$ cat src/design/tti_pkg.sv
// Shared types and constants of the thermistor table interpolation unit.
package tti_pkg;

   localparam int RAW_WIDTH       = 15;
   localparam int CEL_WIDTH       = 16;
   localparam int ENTRY_WIDTH     = RAW_WIDTH + CEL_WIDTH;
   localparam int TEMP_WIDTH      = 20;
   localparam int CHANNEL_WIDTH   = 2;
   localparam int INDEX_WIDTH     = 6;
   localparam int COUNT_WIDTH     = 7;
   localparam int REG_COUNT       = 4;
   localparam int REG_INDEX_WIDTH = 2;
   localparam int WRITABLE_LIMIT  = 64;
   localparam int MIN_ENTRIES     = 2;
   localparam int COUNT_RESET     = 2;
   localparam int OUT_MIN         = -524288;
   localparam int OUT_MAX         = 524287;

   // signed sample delta times signed celsius delta
   localparam int PROD_WIDTH      = (RAW_WIDTH + 1) + (CEL_WIDTH + 1);
   // magnitude of that product always fits here
   localparam int PROD_MAG_WIDTH  = RAW_WIDTH + CEL_WIDTH;

   localparam logic CMD_WRITE   = 1'b0;
   localparam logic CMD_CONVERT = 1'b1;

   typedef struct packed {
      logic [RAW_WIDTH-1:0]        raw;
      logic signed [CEL_WIDTH-1:0] celsius;
   } entry_type;

   typedef struct packed {
      logic busy;
      logic done;
   } div_status_type;

   typedef enum logic [2:0] {
      TTI_IDLE,
      TTI_SCAN,
      TTI_DIFF,
      TTI_MULT,
      TTI_MAG,
      TTI_DIVIDE,
      TTI_SUM,
      TTI_OUTPUT
   } tti_state_type;

endpackage

$ cat src/design/tti_divider.sv
// Restoring divider, one quotient bit per cycle, unsigned operands.
module tti_divider #(
   parameter int DIVIDEND_WIDTH = 35,
   localparam int COUNT_W = $clog2(DIVIDEND_WIDTH + 1)
) (
   input  logic                            clock,
   input  logic                            reset,
   input  logic                            start,
   input  logic [DIVIDEND_WIDTH-1:0]       dividend,
   input  logic [tti_pkg::RAW_WIDTH-1:0]   divisor,
   output tti_pkg::div_status_type         status,
   output logic [DIVIDEND_WIDTH-1:0]       quotient
);

   localparam int RW = tti_pkg::RAW_WIDTH;

   logic                      busy_ff, busy_in;
   logic                      done_ff, done_in;
   logic [COUNT_W-1:0]        count_ff, count_in;
   logic [RW-1:0]             rem_ff, rem_in;
   logic [RW-1:0]             divisor_ff, divisor_in;
   logic [DIVIDEND_WIDTH-1:0] quo_ff, quo_in;
   logic [RW:0]               trial;
   logic                      fits;

   assign trial = {rem_ff, quo_ff[DIVIDEND_WIDTH-1]};
   assign fits  = trial >= {1'b0, divisor_ff};

   always_comb begin
      busy_in    = busy_ff;
      done_in    = 1'b0;
      count_in   = count_ff;
      rem_in     = rem_ff;
      divisor_in = divisor_ff;
      quo_in     = quo_ff;
      if (start) begin
         busy_in    = 1'b1;
         count_in   = COUNT_W'(DIVIDEND_WIDTH);
         rem_in     = '0;
         divisor_in = divisor;
         quo_in     = dividend;
      end else if (busy_ff) begin
         rem_in   = fits ? RW'(trial - {1'b0, divisor_ff}) : trial[RW-1:0];
         quo_in   = {quo_ff[DIVIDEND_WIDTH-2:0], fits};
         count_in = count_ff - COUNT_W'(1);
         if (count_ff == COUNT_W'(1)) begin
            busy_in = 1'b0;
            done_in = 1'b1;
         end
      end
   end

   always_ff @(posedge clock) begin
      if (reset) begin
         busy_ff <= 1'b0;
         done_ff <= 1'b0;
      end else begin
         busy_ff <= busy_in;
         done_ff <= done_in;
      end
      count_ff   <= count_in;
      rem_ff     <= rem_in;
      divisor_ff <= divisor_in;
      quo_ff     <= quo_in;
   end

   assign status   = {busy_ff, done_ff};
   assign quotient = quo_ff;

endmodule

$ cat config.mk
export PLATFORM = sky130hd
export DESIGN_NAME = tti_divider
export DESIGN_NICKNAME = d
export VERILOG_FILES = /design/src/design/tti_pkg.sv /design/src/design/tti_divider.sv
export SDC_FILE = /design/constraint.sdc
export NUM_CORES = 1
export LEC_CHECK = 0
export BUFFER_PORTS_ARGS = -buffer_cell sky130_fd_sc_hd__buf_2
export CAP_MARGIN = 10
export CORE_MARGIN = 4
export CORE_UTILIZATION = 49
export CTS_CLUSTER_DIAMETER = 150
export CTS_CLUSTER_SIZE = 24
export DETAILED_ROUTE_END_ITERATION = 12
export PLACE_DENSITY = 0.77
export SETUP_SLACK_MARGIN = 0.15
export SLEW_MARGIN = 20
export SYNTH_ARGS = -nofsm -noshare
export SYNTH_HDL_FRONTEND = slang
export SYNTH_SLANG_ARGS = --single-unit
$ cat constraint.sdc
create_clock -name clock -period 2.8 [get_ports clock]
set_clock_uncertainty 0.2 [all_clocks]
set_input_delay 0.28 -clock clock [delete_from_list [all_inputs] [get_ports clock]]
set_output_delay 0.28 -clock clock [all_outputs]
set_load 0.01 [all_outputs]
==> metrics.md, run 1 <==
| Metric | Value |
|---|---|
| Die Y | `96.1 um` |
| Core box area | `7410 um2` |
| CTS root buffer | `clkbuf_8` |
| DP Worst Slack | `0.0789 ns` |
| Nets | `526` |
| Crit path arrival time | `2.77 ns` |
| Reg2Reg Depth | `9` |
| Syn nets | `~400` |
| Reg2Reg Launch Point | `quotient[34]` |
| Starting Density | `approximately half` |
| Clock Tree Buf Depth | `2` |
| Hold Path Class | `in -> reg` |
| Post-route setup slack | `0.0676 ns` |
| H-tree levels | `3` |
| Synth async-reset ratio | `0%` |
| Hold path cells | `2` |
| Post-synthesis register bit count | `73` |
| Post-synthesis cell type count | `52` |
| Max VDD drop | `0.342 mV` |
| DRT iter0 DRCs | `a little over 300` |
| Crit. End Element | `flip-flop` |
| Post-route ant nets | `0` |
| Vias in the first global route | `slightly above 3000` |
| Count leader, synth | `edfxtp_1` |
| R2R Setup Slk | `0.07 ns` |
| Die Area | `9240 um2` |
| Clk slew on worst S/H paths | `0.08 ns` |
| Layout cells sized above 1 | `38.0%` |
| DIE WIDTH | `96.1 um` |
| Combinational family with the most area after synthesis | `compound AO/OA/AOI/OAI gates` |
| Cell taking the most area after synthesis | `edfxtp_1` |
| Area contributors post-synth | `edfxtp_1, dfxtp_1, mux2_2` |
| Startpoint Class | `flip-flop` |
| Worst skew pair latency | `between 0.3 and 0.4 ns` |
| Pwr dens | `~530 nW/um2` |
| Pin count of the biggest net entering global routing | `40` |
| RSZ-0062 raised after global routing | `yes` |
| Critical path required time | `2.84 ns` |
| Worst Max-Slew Pin Slew | `0.769 ns` |
| Post-synthesis sequential area ratio | `51.6%` |
| Gr ovfl total | `0` |
| Synth Area in Adders | `between 6 and 7%` |
| Compound-Gate Fraction of Synth Area | `15.1%` |
| Setup violators final | `0` |
| Vias per Instance | `between 5 and 6` |
| Drt pass-1 iters | `5` |
| Maxcap violations | `0` |
| CTS tree | `yes` |
| Syn avg cell area | `11.4 um2` |
| Num rows | `31` |
| Worst-case hold slack | `0.0270 ns` |
| Initial antenna violation count | `0` |
| Post-synth EDFFs | `50` |
| Reg-to-Reg End | `rem_ff[3]` |
| PortBufs | `89` |
| TritonCTS Buffers | `9` |
| Fmax | `366 MHz` |
| I/O Pins | `90` |
| Commonest cells post-synth | `edfxtp_1, mux2_2, nand2_1, dfxtp_1, inv_1` |
| Post-synthesis simple-gate area fraction | `10.3%` |
| Mapped Cells | `335` |
| DPL Wire Length | `6.73 mm` |
| WL/cell | `16.9 um` |
| WHS Endpoint | `quotient[4]` |
| Synth warn | `0` |
| CP max FO | `3` |
| Mux cell area share after synthesis | `10.4%` |
| DRC Markers | `0` |
| Hold path start | `dividend[4]` |
| First-pass GRT wire length | `between 10 and 15 mm` |
| Routability congestion estimate | `0.865` |
| Fin. Hold Viols | `0` |
| Number of diodes | `0` |
| Total GRT Usage | `around a fifth` |
| CTS sink cnt | `73` |
| Xor/xnor cell area share of the yosys netlist | `~2.5%` |
| CP Class | `reg -> reg` |
| Wirelength, routed | `9.45 mm` |
| Fin crit period | `2.73 ns` |
| Vias | `3139` |
| Status | `finished, final reports clean` |
| Synth top area share | `approximately two fifths` |
| Setup TNS | `0 ns` |
| Fin. max-slew vios | `0` |
| Relative slew slack | `48.6%` |
| Layout area overhead | `27.5%` |
| Pwr Total | `2.59 mW` |
| Static Leak | `2.03 nW` |
| Final Cycle Share | `97.6%` |
| Syn Std Cell Area | `3800 um2` |
| Top FF cell, synth | `edfxtp_1` |
[how the worst max path moves through the flow]
stage	startpoint	end	slack (ns)	depth (start not counted)
detailed placement	quotient[34]	rem_ff[8]	0.08	9
finish	quotient[34]	rem_ff[3]	0.07	9
floorplan	quotient[34]	quotient[0]	0.17	10
global placement	quotient[34]	rem_ff[3]	0.17	9
CTS	quotient[34]	rem_ff[8]	0.09	9
global route	quotient[34]	rem_ff[3]	-0.05	9
[registers in the layout (all words and copies together), names as in the netlist]
register,cells
rem_ff,15
done_ff,1
quotient,35
busy_ff,1
divisor_ff,15
count_ff,6
[stage by stage]
stage          std cells  util (%)  area [um2]
2_1_floorplan        335         -        3810
3_3_place_gp         518      59.3        4400
3_5_place_dp         518      59.3        4400
4_1_cts              555      64.4        4770
5_1_grt              559      65.5        4850
6_report             559      65.5        4850
[per-layer routing]
metal	global-route usage, %	vias up	wire length, um
met5	0	-	0
met4	6.16	0	212
met3	6.33	24	809
met2	32.8	150	4510
met1	27.7	1471	3920
li1	-	1494	-
[power breakdown]
part / switching, mW / leakage [nW] / internal, mW / total (mW)
sequential: 0.0485 / 0.687 / 1.25 / 1.30
clock: 0.419 / 0.0827 / 0.323 / 0.743
combinational: 0.284 / 1.26 / 0.260 / 0.544
total: 0.752 / 2.03 / 1.84 / 2.59
[area by class of cell]
class	count	area (um2)
inverters	20	75.1
clock inverters	6	42.5
clock buffers	10	128
multi-input cells	226	1750
fillers	544	2560
well taps	99	124
flip-flops and latches	73	1960
repair buffers	125	776
[cells in the final DEF (no fill, tap or decap), types with 9 or more instances in the layout]
| cell type | count |
|---|---|
| o211ai_1 | 10 |
| buf_4 | 17 |
| inv_1 | 20 |
| edfxtp_1 | 50 |
| nand3_1 | 9 |
| a21oi_1 | 16 |
| clkbuf_8 | 9 |
| nor2_1 | 17 |
| dfxtp_1 | 23 |
| dlygate4sd3_1 | 16 |
| mux2_2 | 35 |
| buf_2 | 89 |
| ha_1 | 16 |
| o21ai_0 | 13 |
| nand2_1 | 24 |
[cell families (layout without fill, tap and decap cells)]
| kind of cell | Yosys count | in the layout |
|---|---|---|
| AO/OA/AOI/OAI | 82 | 82 |
| AND/OR/NAND/NOR | 80 | 80 |
| flip-flops | 73 | 73 |
| buffers and inverters | 36 | 161 |
| multiplexers | 35 | 35 |
| adder cells (fa/ha/maj) | 18 | 18 |
| XOR/XNOR | 11 | 11 |
[repair_timing]
item | CTS | global route
setup buffers | 5 | 4
endpoints found under the setup margin | 2 | 14
resized for setup | 1 | 14
hold buffers | 16 | 0
pin swaps | 6 | 13
cloned | 0 | 0
endpoints found under the hold margin | 17 | 0
[critical path: stages (launching register included)]
cell	delay, ns
edfxtp_1	0.36
inv_1	0.05
ha_2	0.18
fa_2	0.33
and2b_2	0.27
o21a_4	0.16
nor3_4	0.04
o21a_2	0.24
or4_1	0.43
a311oi_1	0.36
Power figures use the tool's default switching activity.
==> run 2: changes to the inputs <==
Settings changed: ABC_AREA from default to 1, CAP_MARGIN 10 to 25, PLACE_DENSITY 0.77 to 0.76.
==> run 2 against run 1 <==
Against the previous run:
- first-iteration DRC count down 44%
- die area rose by 7.8%
- critical path depth up 4
- via count up 17%
- combinational power decreased by 25%
- non-clock buffer count is 15 higher
- global-route usage rose by 0.45 points
- critical path type unchanged
- highest routed layer unchanged
==> metrics.md, run 2 <==
| Metric | Value |
|---|---|
| Status | `finished, final reports clean` |
| Synth warn | `0 (unchanged)` |
| H-tree levels | `3 (unchanged)` |
| Crit. End Element | `flip-flop` |
| Starting Density | `50.3% (-1.1 points)` |
| Top FF cell, synth | `edfxtp_1` |
| Syn nets | `574 (+41%)` |
| Layout area overhead | `28.9%` |
| Pwr dens | `496 nW/um2 (-7.0%)` |
| Maxcap violations | `0 (unchanged)` |
| CP max FO | `17 (+14)` |
| DRT iter0 DRCs | `173 (-44%)` |
| Initial antenna violation count | `0 (unchanged)` |
| Post-CTS setup buffer count | `0 (-5)` |
| Crit path arrival time | `2.43 ns (-0.34 ns)` |
| Drt pass-1 iters | `5 (unchanged)` |
| Number of diodes | `0 (unchanged)` |
| CTS sink cnt | `73 (unchanged)` |
| Nets | `710 (+35%)` |
| Clock Power Share | `36.0% (+7.3 points)` |
| Vias | `3675 (+17%)` |
| PortBufs | `89 (unchanged)` |
| Startpoint Class | `flip-flop` |
| Fin. max-slew vios | `0 (unchanged)` |
| Synth async-reset ratio | `0% (unchanged)` |
| Fin. Hold Viols | `0 (unchanged)` |
| DRC Markers | `0 (unchanged)` |
| First-pass GRT wire length | `17.1 mm (+15%)` |
| Syn Std Cell Area | `4130 um2 (+8.5%)` |
| Total GRT Usage | `21.3% (+0.45 points)` |
| Commonest cells post-synth | `nand2_1, inv_1, edfxtp_1, nand3_1, dfxtp_1` |
| Vias per Instance | `4.91 (-13%)` |
| Hold Path Class | `in -> reg` |
| Clk slew on worst S/H paths | `0.09 ns (about the same)` |
| DPL Wire Length | `6.52 mm (-3.2%)` |
| Most frequent cells in the layout | `nand2_1, buf_2, inv_1` |
| Synth top area share | `36.4% (-3.1 points)` |
| Layout cells sized above 1 | `22.4% (-16 points)` |
| Fmax | `417 MHz (+14%)` |
| RSZ-0062 raised after global routing | `no` |
| Utilization after layout | `64.8% (-0.73 points)` |
| WL/cell | `13.4 um (-21%)` |
| Clock Tree Buf Depth | `2 (unchanged)` |
| Syn avg cell area | `8.21 um2 (-28%)` |
| Fin crit period | `2.40 ns (-0.336 ns)` |
| Worst skew pair latency | `0.35 ns (about the same)` |
| Relative slew slack | `65.5% (+17 points)` |
| Reg power frac | `48.6% (-1.7 points)` |
| Setup violators final | `0 (unchanged)` |
| Switching share of power | `26.9% (-2.1 points)` |
| Core box area | `8220 um2 (+11%)` |
| Post-synthesis sequential area ratio | `47.5% (-4.0 points)` |
| Die Area | `9960 um2 (+7.8%)` |
| Worst Max-Slew Pin Slew | `0.518 ns (-0.251 ns)` |
| P_sw | `0.712 mW (-5.4%)` |
| Critical path required time | `2.83 ns (about the same)` |
| TritonCTS Buffers | `9 (unchanged)` |
| Post-synthesis cell type count | `43 (-17%)` |
| Setup TNS | `0 ns (unchanged)` |
| DIE WIDTH | `99.8 um (+3.8%)` |
| CP Class | `reg -> reg` |
| Pin count of the biggest net entering global routing | `42 (+5.0%)` |
| Static Leak | `2.77 nW (+36%)` |
| Mapped Cells | `503 (+50%)` |
| PostCTS Resize Cnt | `0 (-1)` |
| Vias in the first global route | `3730 (+20%)` |
| Cell taking the most area after synthesis | `edfxtp_1` |
| Post-route ant nets | `0 (unchanged)` |
| Die Y | `99.8 um (+3.8%)` |
| Wirelength, routed | `10.1 mm (+6.5%)` |
| Area contributors post-synth | `edfxtp_1, nand2_1, dfxtp_1` |
| Post-synth EDFFs | `50 (unchanged)` |
| CTS tree | `yes` |
| Commonest non-fill, non-tap cell in the layout | `nand2_1` |
| Post-synthesis register bit count | `73 (unchanged)` |
| Gr ovfl total | `0 (unchanged)` |
| Routability congestion estimate | `0.887 (+2.6%)` |
| Final Cycle Share | `85.6% (-12 points)` |
| Hold-fix buffers, CTS | `46 (+30)` |
| Largest register FFs | `35 (unchanged)` |
| CTS root buffer | `clkbuf_8` |
| Max VDD drop | `0.405 mV (+18%)` |
| Num rows | `33 (+6.5%)` |
| I/O Pins | `90 (unchanged)` |
| Int Pwr | `1.93 mW (+5.0%)` |
| Combinational share of power | `15.4% (-5.6 points)` |
| Count leader, synth | `nand2_1` |
-- run 2: cell count changes in the layout (fill, tap and decap cells not counted), moves of 7 or more --
cell / before / now
dlygate4sd3_1: 16 / 46
nand2_2: 0 / 12
buf_4: 17 / 5
nand3_2: 0 / 11
o21ai_0: 13 / 3
o211ai_1: 10 / 1
nand2_1: 24 / 201
nand3_1: 9 / 30
a21oi_1: 16 / 9
mux2_2: 35 / 0
inv_1: 20 / 73
-- run 2: metal layers --
| layer | part of all wire [%] | GRT usage, % | vias to the layer above |
|---|---|---|---|
| met5 | 0 | 0 | - |
| met4 | 1.7 | 7.46 | 0 |
| met3 | 6.8 | 6.32 | 17 |
| met2 | 49 | 35.6 | 112 |
| met1 | 42 | 26.3 | 1682 |
| li1 | - | - | 1864 |
-- run 2: area by class of cell --
type	instances	area [um2]
flip-flops and latches	73	1960
fillers	644	2900
clock buffers	9	124
inverters	75	283
repair buffers	140	943
multi-input cells	340	1780
well taps	105	131
clock inverters	7	101
-- run 2: worst paths after layout --
kind | start | endpoint | slack [ns] | depth (start not counted)
setup / recovery | quotient[34] | rem_ff[1] | 0.40 | 13
hold / removal | dividend[30] | quotient[30] | 0.03 | 3
setup reg to reg | quotient[34] | rem_ff[1] | 0.40 | 13
hold reg to reg | rem_ff[10] | rem_ff[10] | 0.28 | 2
-- run 2: cell families (layout without fill, tap and decap cells) --
family	after synthesis	after routing	share of synthesized area (%)
AOI/OAI and AO/OA	26	26	4.15
DFF	73	73	47.5
and+or+nand+nor	290	290	32.0
adders and majority gates	18	18	5.64
buffers and inverters	90	231	9.45
xor gates and xnor gates	6	6	1.27
-- run 2: worst max-delay path, stage by stage, from the launching register on --
cell and delay [ns]:
edfxtp_1 0.37, inv_1 0.07, ha_1 0.22, fa_1 0.41
inv_1 0.07, nand2_1 0.04, nand2_1 0.11, nand3_2 0.09
nand3_2 0.10, nand2_4 0.16, nand2_8 0.20, nand2_1 0.07
nand3_1 0.08, o21ai_1 0.07
-- run 2: metrics by stage --
stage                     instances  area, um2  power [mW]  hold WS (ns)  setup slack [ns]
after CTS                       749       5320        2.65       0.00228             0.399
after global routing            749       5320        2.76        0.0218             0.244
after floorplan                 503       4130        1.51         0.158             0.627
after global placement          687       4640        1.64         0.258             0.560
after detailed placement        687       4640        1.65         0.258             0.414
final                           749       5320        2.64        0.0284             0.404
-- run 2: power groups by stage --
| stage | sequential, mW | clock [mW] | combinational (mW) |
|---|---|---|---|
| global route | 1.29 | 1.02 | 0.450 |
| finish | 1.28 | 0.951 | 0.406 |
| detailed placement | 1.30 | 0 | 0.349 |
| global placement | 1.30 | 0 | 0.340 |
| CTS | 1.28 | 0.971 | 0.399 |
| floorplan | 1.33 | 0 | 0.182 |
